==> src/hw/rtl/canonical_huffman_stream_decoder_unit_macros.svh <==
// Assertion macros for the canonical Huffman stream decoder.
// Used by chsd_core and the top level; no other dependencies.
`ifndef CANONICAL_HUFFMAN_STREAM_DECODER_UNIT_MACROS_SVH
`define CANONICAL_HUFFMAN_STREAM_DECODER_UNIT_MACROS_SVH
`ifndef SYNTHESIS
`define CHSD_ASSERT(label, clk, rst, prop) \
  label: assert property (@(posedge clk) disable iff (rst) prop) else $error("%m: check failed");
`define CHSD_ASSERT_R(label, clk, prop) \
  label: assert property (@(posedge clk) prop) else $error("%m: check failed");
`else
`define CHSD_ASSERT(label, clk, rst, prop)
`define CHSD_ASSERT_R(label, clk, prop)
`endif
`endif

==> src/hw/rtl/chsd_pkg.sv <==
// Package for the canonical Huffman stream decoder: constants and result type.
// No dependencies.
`timescale 1ns / 1ps
package chsd_pkg;
  localparam int MaxCodeLength = 63;
  localparam int AlphabetSize  = 256;
  localparam int LenCountDepth = 64;

  typedef struct packed {
    logic [7:0] symbol;
    logic       symbol_valid;
    logic       run_last;
    logic       stream_end;
    logic       code_error;
  } result_t;

  typedef struct packed {
    logic [7:0] data_byte;
    logic       final_byte;
  } request_t;
endpackage

==> src/hw/rtl/chsd_stream_if.sv <==
// Valid/ready channel carrying a payload of type T.
// Depends on chsd_pkg only through the payload type handed in.
`timescale 1ns / 1ps
interface chsd_stream_if #(parameter type T = logic) (input logic clk);
  logic valid;
  logic ready;
  T     data;
  modport source (output valid, output data, input ready);
  modport sink (input valid, input data, output ready);
endinterface

==> src/hw/rtl/chsd_core.sv <==
// Bit-serial decoding engine: symbol table and length-count memories,
// header parsing and canonical code matching. Depends on chsd_pkg and macros.
`timescale 1ns / 1ps
`include "canonical_huffman_stream_decoder_unit_macros.svh"
module chsd_core import chsd_pkg::*; #(
  parameter int MAX_CODE_LENGTH = MaxCodeLength
) (
  input  logic     clk,
  input  logic     rst,
  input  logic     in_valid,
  output logic     in_ready,
  input  request_t in_data,
  output logic     out_valid,
  input  logic     out_ready,
  output result_t  out_data
);
  localparam logic [2:0] PH_PAD = 3'd0, PH_COUNT = 3'd1, PH_HEADER = 3'd2,
    PH_PAYLOAD = 3'd3, PH_CLEAR = 3'd4;
  localparam logic [2:0] S_IDLE = 3'd0, S_READ = 3'd1, S_EVAL = 3'd2,
    S_SYM = 3'd3, S_EMIT = 3'd4, S_WRITE = 3'd5;

  logic [7:0] symbol_table [AlphabetSize];
  logic [8:0] length_counts [LenCountDepth];

  logic [2:0]  phase;
  logic [2:0]  state;
  logic [2:0]  pad_bits;
  logic [8:0]  symbol_count;
  logic [8:0]  entry_counter;
  logic [13:0] entry_shift;
  logic [3:0]  entry_bits;
  logic [63:0] code_acc;
  logic [63:0] first_code;
  logic [8:0]  rank_base;
  logic [5:0]  code_len;
  logic [8:0]  count0;
  logic [5:0]  clr_idx;

  logic [7:0] byte_q;
  logic [3:0] bit_idx;
  logic [3:0] nbits;

  logic [5:0] cnt_addr;
  logic [8:0] cnt_rd;
  logic [7:0] sym_addr;
  logic [7:0] sym_rd;
  logic [7:0] sym_sel;

  result_t    res;
  result_t    held;
  logic       res_pend;
  logic       end_pend;

  logic        cur_bit;
  logic [63:0] acc_new;
  logic [63:0] off;
  logic        hit;
  logic [13:0] shift_new;
  logic        single;
  logic        out_free;
  logic        out_load;

  assign single    = (symbol_count == 9'd1);
  assign cur_bit   = byte_q[3'd7 - bit_idx[2:0]];
  assign acc_new   = {code_acc[62:0], cur_bit};
  assign off       = code_acc - first_code;
  assign hit       = off < {55'd0, cnt_rd};
  assign shift_new = {entry_shift[12:0], cur_bit};
  assign in_ready  = (state == S_IDLE) && !out_valid && (phase != PH_CLEAR);
  assign out_free  = !out_valid || out_ready;
  assign out_load  = out_free && (((state == S_SYM) && res_pend) ||
                                  ((state == S_EMIT) && (res_pend || end_pend)));

  always_ff @(posedge clk) begin
    cnt_rd <= length_counts[cnt_addr];
    sym_rd <= symbol_table[sym_addr];
  end

  always_ff @(posedge clk) begin
    if (rst) begin
      out_valid <= 1'b0;
    end else if (out_load) begin
      out_valid <= 1'b1;
    end else if (out_ready) begin
      out_valid <= 1'b0;
    end
  end

  always_ff @(posedge clk) begin
    if (rst) begin
      phase <= PH_CLEAR; state <= S_IDLE; clr_idx <= '0;
      pad_bits <= '0; symbol_count <= '0; entry_counter <= '0; entry_shift <= '0;
      entry_bits <= '0; code_acc <= '0; first_code <= '0; rank_base <= '0;
      code_len <= '0; count0 <= '0; res_pend <= 1'b0; end_pend <= 1'b0;
      bit_idx <= '0; nbits <= '0; byte_q <= '0; sym_sel <= '0;
    end else begin
      unique case (state)
        S_IDLE: begin
          if (phase == PH_CLEAR) begin
            length_counts[clr_idx] <= '0;
            clr_idx <= clr_idx + 6'd1;
            if (clr_idx == 6'(LenCountDepth - 1))
              phase <= (symbol_count == 9'd0) ? PH_PAD : PH_HEADER;
          end else if (in_valid && in_ready) begin
            byte_q <= in_data.data_byte;
            bit_idx <= '0;
            nbits <= in_data.final_byte ? (4'd8 - {1'b0, pad_bits}) : 4'd8;
            end_pend <= in_data.final_byte;
            if (phase == PH_PAD) begin
              pad_bits <= in_data.data_byte[2:0];
              phase <= PH_COUNT;
              state <= in_data.final_byte ? S_EMIT : S_IDLE;
            end else if (phase == PH_COUNT) begin
              symbol_count <= (in_data.data_byte == 8'd0) ? 9'd256
                                                           : {1'b0, in_data.data_byte};
              entry_counter <= '0; entry_shift <= '0; entry_bits <= '0;
              code_acc <= '0; first_code <= '0; rank_base <= '0; code_len <= '0;
              count0 <= '0;
              phase <= PH_CLEAR; clr_idx <= '0;
              state <= in_data.final_byte ? S_EMIT : S_IDLE;
            end else begin
              state <= S_READ;
            end
          end
        end
        S_READ: begin
          if (bit_idx == nbits) begin
            state <= S_EMIT;
          end else if (phase == PH_HEADER) begin
            entry_shift <= shift_new;
            entry_bits <= entry_bits + 4'd1;
            bit_idx <= bit_idx + 4'd1;
            if (entry_bits + 4'd1 == (single ? 4'd8 : 4'd14)) state <= S_WRITE;
          end else if (single) begin
            res <= '{symbol: 8'd0, symbol_valid: 1'b1, run_last: 1'b0,
                     stream_end: 1'b0, code_error: 1'b0};
            bit_idx <= bit_idx + 4'd1;
            state <= S_SYM;
          end else begin
            code_len <= code_len + 6'd1;
            code_acc <= acc_new;
            bit_idx <= bit_idx + 4'd1;
            state <= S_EVAL;
          end
        end
        S_WRITE: begin
          // cnt_rd holds length_counts[entry length]
          if (single) begin
            symbol_table[0] <= entry_shift[7:0];
          end else begin
            if (entry_shift[5:0] != 6'd0)
              symbol_table[8'(entry_counter - count0)] <= entry_shift[13:6];
            length_counts[entry_shift[5:0]] <= cnt_rd + 9'd1;
            if (entry_shift[5:0] == 6'd0) count0 <= count0 + 9'd1;
          end
          entry_shift <= '0; entry_bits <= '0;
          entry_counter <= entry_counter + 9'd1;
          if (entry_counter + 9'd1 == symbol_count) begin
            phase <= PH_PAYLOAD;
            code_acc <= '0; first_code <= '0; rank_base <= '0; code_len <= '0;
          end
          state <= S_READ;
        end
        S_EVAL: begin
          if (hit) begin
            state <= S_SYM;
            sym_sel <= 8'(rank_base + off[8:0]);
            res <= '{symbol: 8'd0, symbol_valid: 1'b1, run_last: 1'b0,
                     stream_end: 1'b0, code_error: 1'b0};
            code_acc <= '0; first_code <= '0; rank_base <= '0; code_len <= '0;
          end else if ({26'd0, code_len} >= 32'(MAX_CODE_LENGTH)) begin
            res <= '{symbol: 8'd0, symbol_valid: 1'b0, run_last: 1'b0,
                     stream_end: 1'b0, code_error: 1'b1};
            code_acc <= '0; first_code <= '0; rank_base <= '0; code_len <= '0;
            state <= S_SYM;
          end else begin
            rank_base <= rank_base + cnt_rd;
            first_code <= (first_code + {55'd0, cnt_rd}) << 1;
            state <= S_READ;
          end
        end
        S_SYM: begin
          // hold the newest result until the byte shows whether it is the last
          if (!res_pend || out_free) begin
            if (res_pend) out_data <= held;
            held <= '{symbol: res.symbol_valid ? sym_rd : 8'd0,
                      symbol_valid: res.symbol_valid, run_last: 1'b0,
                      stream_end: 1'b0, code_error: res.code_error};
            res_pend <= 1'b1;
            state <= S_READ;
          end
        end
        S_EMIT: begin
          if (res_pend) begin
            if (out_free) begin
              out_data <= '{symbol: held.symbol, symbol_valid: held.symbol_valid,
                            run_last: !end_pend, stream_end: 1'b0,
                            code_error: held.code_error};
              res_pend <= 1'b0;
              if (!end_pend) state <= S_IDLE;
            end
          end else if (!end_pend) begin
            state <= S_IDLE;
          end else if (out_free) begin
            out_data <= '{symbol: 8'd0, symbol_valid: 1'b0, run_last: 1'b1,
                          stream_end: 1'b1, code_error: 1'b0};
            end_pend <= 1'b0;
            pad_bits <= '0; symbol_count <= '0; entry_counter <= '0;
            entry_shift <= '0; entry_bits <= '0; count0 <= '0;
            code_acc <= '0; first_code <= '0; rank_base <= '0; code_len <= '0;
            phase <= PH_CLEAR; clr_idx <= '0;
            state <= S_IDLE;
          end
        end
        default: state <= S_IDLE;
      endcase
    end
  end

  // memory addresses: presented in the cycle before their read data is used
  always_comb begin
    cnt_addr = code_len + 6'd1;
    sym_addr = single ? 8'd0 : sym_sel;
    if (state == S_READ && phase == PH_HEADER) cnt_addr = shift_new[5:0];
    if (state == S_EVAL) sym_addr = 8'(rank_base + off[8:0]);
  end

  `CHSD_ASSERT(a_single_out_hold, clk, rst, (out_valid && !out_ready) |=> out_valid)
  `CHSD_ASSERT(a_idle_when_ready, clk, rst, in_ready |-> (state == S_IDLE))
  `CHSD_ASSERT(a_err_not_valid, clk, rst, (out_valid && out_data.code_error) |-> !out_data.symbol_valid)
endmodule

==> src/hw/rtl/canonical_huffman_stream_decoder_unit.sv <==
// Top level of the canonical Huffman stream decoder.
// Depends on chsd_pkg, chsd_stream_if, chsd_core and the macros header.
//   channel  dir  payload
//   in_ch    in   data_byte, final_byte
//   out_ch   out  symbol, symbol_valid, run_last, stream_end, code_error
// Pad and count bytes are handled in S_IDLE (S_EMIT if final). Other bytes are
// accepted in S_IDLE, header bits go through S_READ, entries S_WRITE, payload
// bits S_READ and S_EVAL, results S_SYM; S_READ closes the byte, S_EMIT sends
// the held result and any end marker. The length-count memory is cleared after
// reset, each count byte and each end marker; no request is taken meanwhile.
// A second result waits on a stalled output; a request waits for an empty output.
`timescale 1ns / 1ps
`include "canonical_huffman_stream_decoder_unit_macros.svh"
module canonical_huffman_stream_decoder_unit import chsd_pkg::*; #(
  parameter int MAX_CODE_LENGTH = MaxCodeLength
) (
  input logic        clk,
  input logic        rst,
  chsd_stream_if.sink   in_ch,
  chsd_stream_if.source out_ch
);
  chsd_core #(.MAX_CODE_LENGTH(MAX_CODE_LENGTH)) u_core (
    .clk(clk), .rst(rst),
    .in_valid(in_ch.valid), .in_ready(in_ch.ready), .in_data(in_ch.data),
    .out_valid(out_ch.valid), .out_ready(out_ch.ready), .out_data(out_ch.data)
  );

  `CHSD_ASSERT(a_out_stable, clk, rst, (out_ch.valid && !out_ch.ready) |=> $stable(out_ch.data))
  `CHSD_ASSERT(a_end_last, clk, rst, (out_ch.valid && out_ch.data.stream_end) |-> out_ch.data.run_last)
  `CHSD_ASSERT_R(a_reset_quiet, clk, $past(rst) |-> !out_ch.valid)
endmodule

==> src/flat_wrapper.sv <==
// flat-port wrapper written by rule: the top's interface ports become plain ports
module canonical_huffman_stream_decoder_unit_flat import chsd_pkg::*;
#(
  parameter int MAX_CODE_LENGTH = MaxCodeLength
)
  (clk, rst, in_ch_valid, in_ch_data, in_ch_ready, out_ch_valid, out_ch_data, out_ch_ready);
  chsd_stream_if #(.T(request_t)) in_ch_i (.clk(clk));
  chsd_stream_if #(.T(result_t)) out_ch_i (.clk(clk));
  input logic clk;
  input logic rst;
  input wire logic [$bits(in_ch_i.valid)-1:0] in_ch_valid;
  input wire logic [$bits(in_ch_i.data)-1:0] in_ch_data;
  output wire logic [$bits(in_ch_i.ready)-1:0] in_ch_ready;
  output wire logic [$bits(out_ch_i.valid)-1:0] out_ch_valid;
  output wire logic [$bits(out_ch_i.data)-1:0] out_ch_data;
  input wire logic [$bits(out_ch_i.ready)-1:0] out_ch_ready;
  assign in_ch_i.valid = in_ch_valid;
  assign in_ch_i.data = in_ch_data;
  assign in_ch_ready = in_ch_i.ready;
  assign out_ch_valid = out_ch_i.valid;
  assign out_ch_data = out_ch_i.data;
  assign out_ch_i.ready = out_ch_ready;
  canonical_huffman_stream_decoder_unit #(.MAX_CODE_LENGTH(MAX_CODE_LENGTH)) u_core (.clk(clk), .rst(rst), .in_ch(in_ch_i), .out_ch(out_ch_i));
endmodule
==> config.mk <==
export PLATFORM = sky130hd
export DESIGN_NAME = canonical_huffman_stream_decoder_unit_flat
export DESIGN_NICKNAME = d
export VERILOG_FILES = /design/src/hw/rtl/chsd_pkg.sv /design/src/hw/rtl/chsd_stream_if.sv /design/src/hw/rtl/chsd_core.sv /design/src/hw/rtl/canonical_huffman_stream_decoder_unit.sv /design/src/flat_wrapper.sv
export VERILOG_INCLUDE_DIRS = /design/src /design/src/hw/rtl
export SDC_FILE = /design/constraint.sdc
export NUM_CORES = 2
export LEC_CHECK = 0
export BUFFER_PORTS_ARGS = -buffer_cell sky130_fd_sc_hd__buf_2
export CORE_ASPECT_RATIO = 1.1
export CORE_MARGIN = 10
export CORE_UTILIZATION = 39
export CTS_CLUSTER_DIAMETER = 100
export DETAILED_ROUTE_END_ITERATION = 8
export PLACE_DENSITY = 0.64
export SYNTH_ARGS = -nofsm -noshare
export SYNTH_HDL_FRONTEND = slang
export SYNTH_SLANG_ARGS = --single-unit
==> constraint.sdc <==
create_clock -name clk -period 16.1 [get_ports clk]
set_input_delay 0.805 -clock clk [delete_from_list [all_inputs] [get_ports clk]]
set_output_delay 0.805 -clock clk [all_outputs]
set_load 0.005 [all_outputs]
==> results.sh <==
export IMPL_clock_latency_ns=0.85
export IMPL_peakVddDrop_mv=0.0861
export IMPL_power_total_w=0.0150
export IMPL_period_share_pct=43.0
export IMPL_cts_resized=0
export IMPL_cts_max_level=5
export IMPL_rsz0062_at_grt="no"
export IMPL_drt_total_wl_um=288000
export IMPL_synth_edf_count=2648
export IMPL_multi_input_area_mm2=0.0341
export IMPL_ys_ff_latch=2892
export IMPL_grt_ovfl_total=0
export IMPL_cp_num_buf_inv=5
export IMPL_die_height_um=603
export IMPL_ioPinCount=27
export IMPL_worst_hold_path_type="input pin to flop"
export IMPL_dr_pass1_iters=6
export IMPL_final_util_pct=43.7
export IMPL_die_area_mm2=0.331
export IMPL_grt_pass1_vias=66800
export IMPL_seqCellArea_mm2=0.0844
export IMPL_synthTopCellsByArea="edfxtp_1 66%, mux4_2 12%, dfxtp_1 4.1%"
export IMPL_grt_pass1_wl_um=434000
export IMPL_cts_root_buf="clkbuf_16"
export IMPL_final_cell_area_mm2=0.134
export IMPL_synth_cell_type_count=90
export IMPL_start_util_pct=39.2
export IMPL_postPlaceCellArea_mm2=0.125
export IMPL_finalSetupTns_ns=0
export IMPL_yosys_area_top_type_share_pct=66.1
export IMPL_core_area_mm2=0.307
export IMPL_drcViolationCount=0
export IMPL_grt_max_degree=137
export IMPL_leakage_nw=42.0
export IMPL_synth_fp_nets=7341
export IMPL_avgViaCountPerCell=5.71
export IMPL_hold_viol=0
export IMPL_worst_pin_slew_ns=1.22
export IMPL_synthCells=7216
export IMPL_skew_ns=0.0471
export IMPL_hold_buffers=0
export IMPL_slew_viol_final=0
export IMPL_fp_dieW_um=550
export IMPL_path_cells="nor2_1 > nand2_1 > buf_4 > nand3_1 > o21ai_4 > buf_4 > buf_12 > buf_4 > buf_4 > mux4_2 > and2_1 > a211oi_1 > a311oi_1 > a21oi_1 > a211oi_1 > a31oi_1 > mux2i_1"
export IMPL_maxSlewHeadroom_pct=18.1
export IMPL_post_drt_wl_per_cell_um=25.0
export IMPL_async_flop_share_pct=0
export IMPL_cts_sinks=2892
export IMPL_r2r_worst_path_cells=17
export IMPL_worstPathRequired_ns=16.88
export IMPL_arrival_ns=7.71
export IMPL_status="complete, no violations"
export IMPL_layout_drive_gt1_share_pct=17.1
export IMPL_syn_area_per_cell_um2=16.7
export IMPL_ys_warn_count=0
export IMPL_hold_ws_ns=0.259
export IMPL_area_growth_pct=11.5
export IMPL_setup_viol=0
export IMPL_routabilityCongestion=0.903
export IMPL_grt_use_total_pct=16.9
export IMPL_ys_seq_area_share_pct=70.1
export IMPL_final_common_cell="edfxtp_1"
export IMPL_vias=65800
export IMPL_pwr_density_cell_mw_per_mm2=112
export IMPL_critPathTopFamily="buffers and inverters"
export IMPL_crit_top_cell="buf_4"
export IMPL_cp_depth=17
export IMPL_cts_made_buffers=294
export IMPL_first_iter_violations=6551
export IMPL_cts_setup_buffers=0
export IMPL_max_cap_viol_count=0
export IMPL_yosys_most_used_dff="edfxtp_1"
export IMPL_slowest_stage="a211oi_1"
export IMPL_final_cell_mix="2648 x edfxtp_1, 658 x mux4_2, 589 x nand2_1"
export IMPL_holdPathStages=3
export IMPL_cts_buffer_depth=4
export IMPL_antenna_found_initial=4
export IMPL_cp_end_kind="flop"
export IMPL_layout_nets=7345
export IMPL_cp_max_fo=126
export IMPL_critical_path_class="flop to flop"
export IMPL_fmax_mhz=144
export IMPL_start_kind="flop"
export IMPL_period_minus_slack_ns=6.92
export IMPL_netlist_area_mm2=0.120
export IMPL_cp_slowest_stage_delay_ns=0.83
export IMPL_synth_largest_area_cell="edfxtp_1"
export IMPL_hpwl_um=172000
export IMPL_fillers=26400
export IMPL_path_clk_slew_ns=0.06
export IMPL_io_buffers=26
export IMPL_cts_tree="built"
export IMPL_fp_row_count=213
export IMPL_ant_nets=0
-- sequential cells by signal, indices dropped and copies added, names as in the netlist, 3 cells and up --
signal                       cells
u_core.u_core.symbol_table    2048
u_core.u_core.count0             8
u_core.u_core.bit_idx            4
u_core.u_core.phase              3
u_core.u_core.out_data          12
u_core.u_core.nbits              4
u_core.u_core.entry_shift       14
u_core.u_core.sym_rd             8
u_core.u_core.rank_base          8
u_core.u_core.clr_idx            6
u_core.u_core.first_code        63
u_core.u_core.byte_q             8
u_core.u_core.symbol_count       9
u_core.u_core.held              10
u_core.u_core.length_counts    576
u_core.u_core.cnt_rd             9
u_core.u_core.pad_bits           3
u_core.u_core.entry_counter      9
u_core.u_core.state              3
u_core.u_core.code_acc          64
u_core.u_core.entry_bits         4
u_core.u_core.code_len           6
u_core.u_core.sym_sel            8
-- routing by layer --
| layer | part of all wire, % | vias up | wire length [um] | track usage (%) |
|---|---|---|---|---|
| met4 | 3.2 | 0 | 9110 | 5.44 |
| met2 | 49 | 2417 | 141000 | 28.0 |
| met5 | 0 | - | 0 | 0 |
| met1 | 41 | 34200 | 119000 | 23.0 |
| met3 | 6.4 | 503 | 18500 | 2.57 |
| li1 | - | 28700 | - | - |
-- synth_stat cells, drive strengths merged (10+ instances only) --
master,n
mux4,658
a211oi,244
clkbuf,282
a311oi,66
ha,107
a211o,19
nand2,596
o21ai,112
xor2,44
nand4,55
xnor2,121
or3,18
nand3,146
buf,145
nor2b,55
dfxtp,244
a31oi,97
o31ai,10
o211ai,10
nor3,52
mux2i,117
nand2b,26
nor2,513
nor4,19
and4,17
o21a,14
and2,152
a21oi,255
o21bai,18
inv,116
a21o,36
a22o,71
edfxtp,2648
and3,14
a22oi,11
-- kinds of logic (layout without fill, tap and decap cells) --
group,count (synthesis),count (layout),synth area share (%)
DFF,2892,2892,70.1
and+or+nand+nor,1691,1691,6.37
AOI/OAI and AO/OA,1035,1035,5.95
muxes,777,777,13.3
buffers and inverters,544,766,1.83
xor gates and xnor gates,165,165,1.20
adders and majority gates,112,112,1.20
other,0,2,0
-- layout make-up --
type / count / share of cell area [%]
Clock buffer: 361 / 5.90
Inverter: 117 / 0.330
Sequential cell: 2892 / 62.9
Clock inverter: 153 / 0.869
Tap cell: 4085 / 3.81
Multi-Input combinational cell: 3780 / 25.4
Antenna cell: 2 / 0.00373
Timing Repair Buffer: 135 / 0.791
-- where the power goes --
| group | switching (W) | internal [W] |
|---|---|---|
| logic | 0.000211 | 0.0000948 |
| registers | 0.0000216 | 0.00810 |
| clock network | 0.00282 | 0.00373 |
-- worst register-to-register path, delay by kind of cell (launching register included) --
family	cells	cell delay, ns
buffers and inverters	5	3.34
flip-flops	1	0.55
AO/OA/AOI/OAI	6	1.88
AND/OR/NAND/NOR	4	0.55
multiplexers	2	0.56
-- final timing paths --
path	start	slack, ns	to
max reg2reg	u_core.u_core.state[2]$_SDFFE_PP0P_	9.18	u_core.u_core.sym_rd[5]$_DFF_P_
max	u_core.u_core.state[2]$_SDFFE_PP0P_	9.18	u_core.u_core.sym_rd[5]$_DFF_P_
min	in_ch_data[1]	0.26	u_core.u_core.byte_q[0]$_SDFFE_PP0P_
min reg2reg	u_core.u_core.entry_shift[13]$_SDFFE_PP0P_	0.46	u_core.u_core.entry_shift[13]$_SDFFE_PP0P_
-- through the flow --
stage | instances | worst slack [ns]
2_1_floorplan | 7216 | 2.33
3_3_place_gp | 11000 | 9.28
3_5_place_dp | 11000 | 9.27
4_1_cts | 11500 | 9.26
5_1_grt | 11500 | 8.90
6_report | 11500 | 9.18
(Power assumes the default switching activity.)
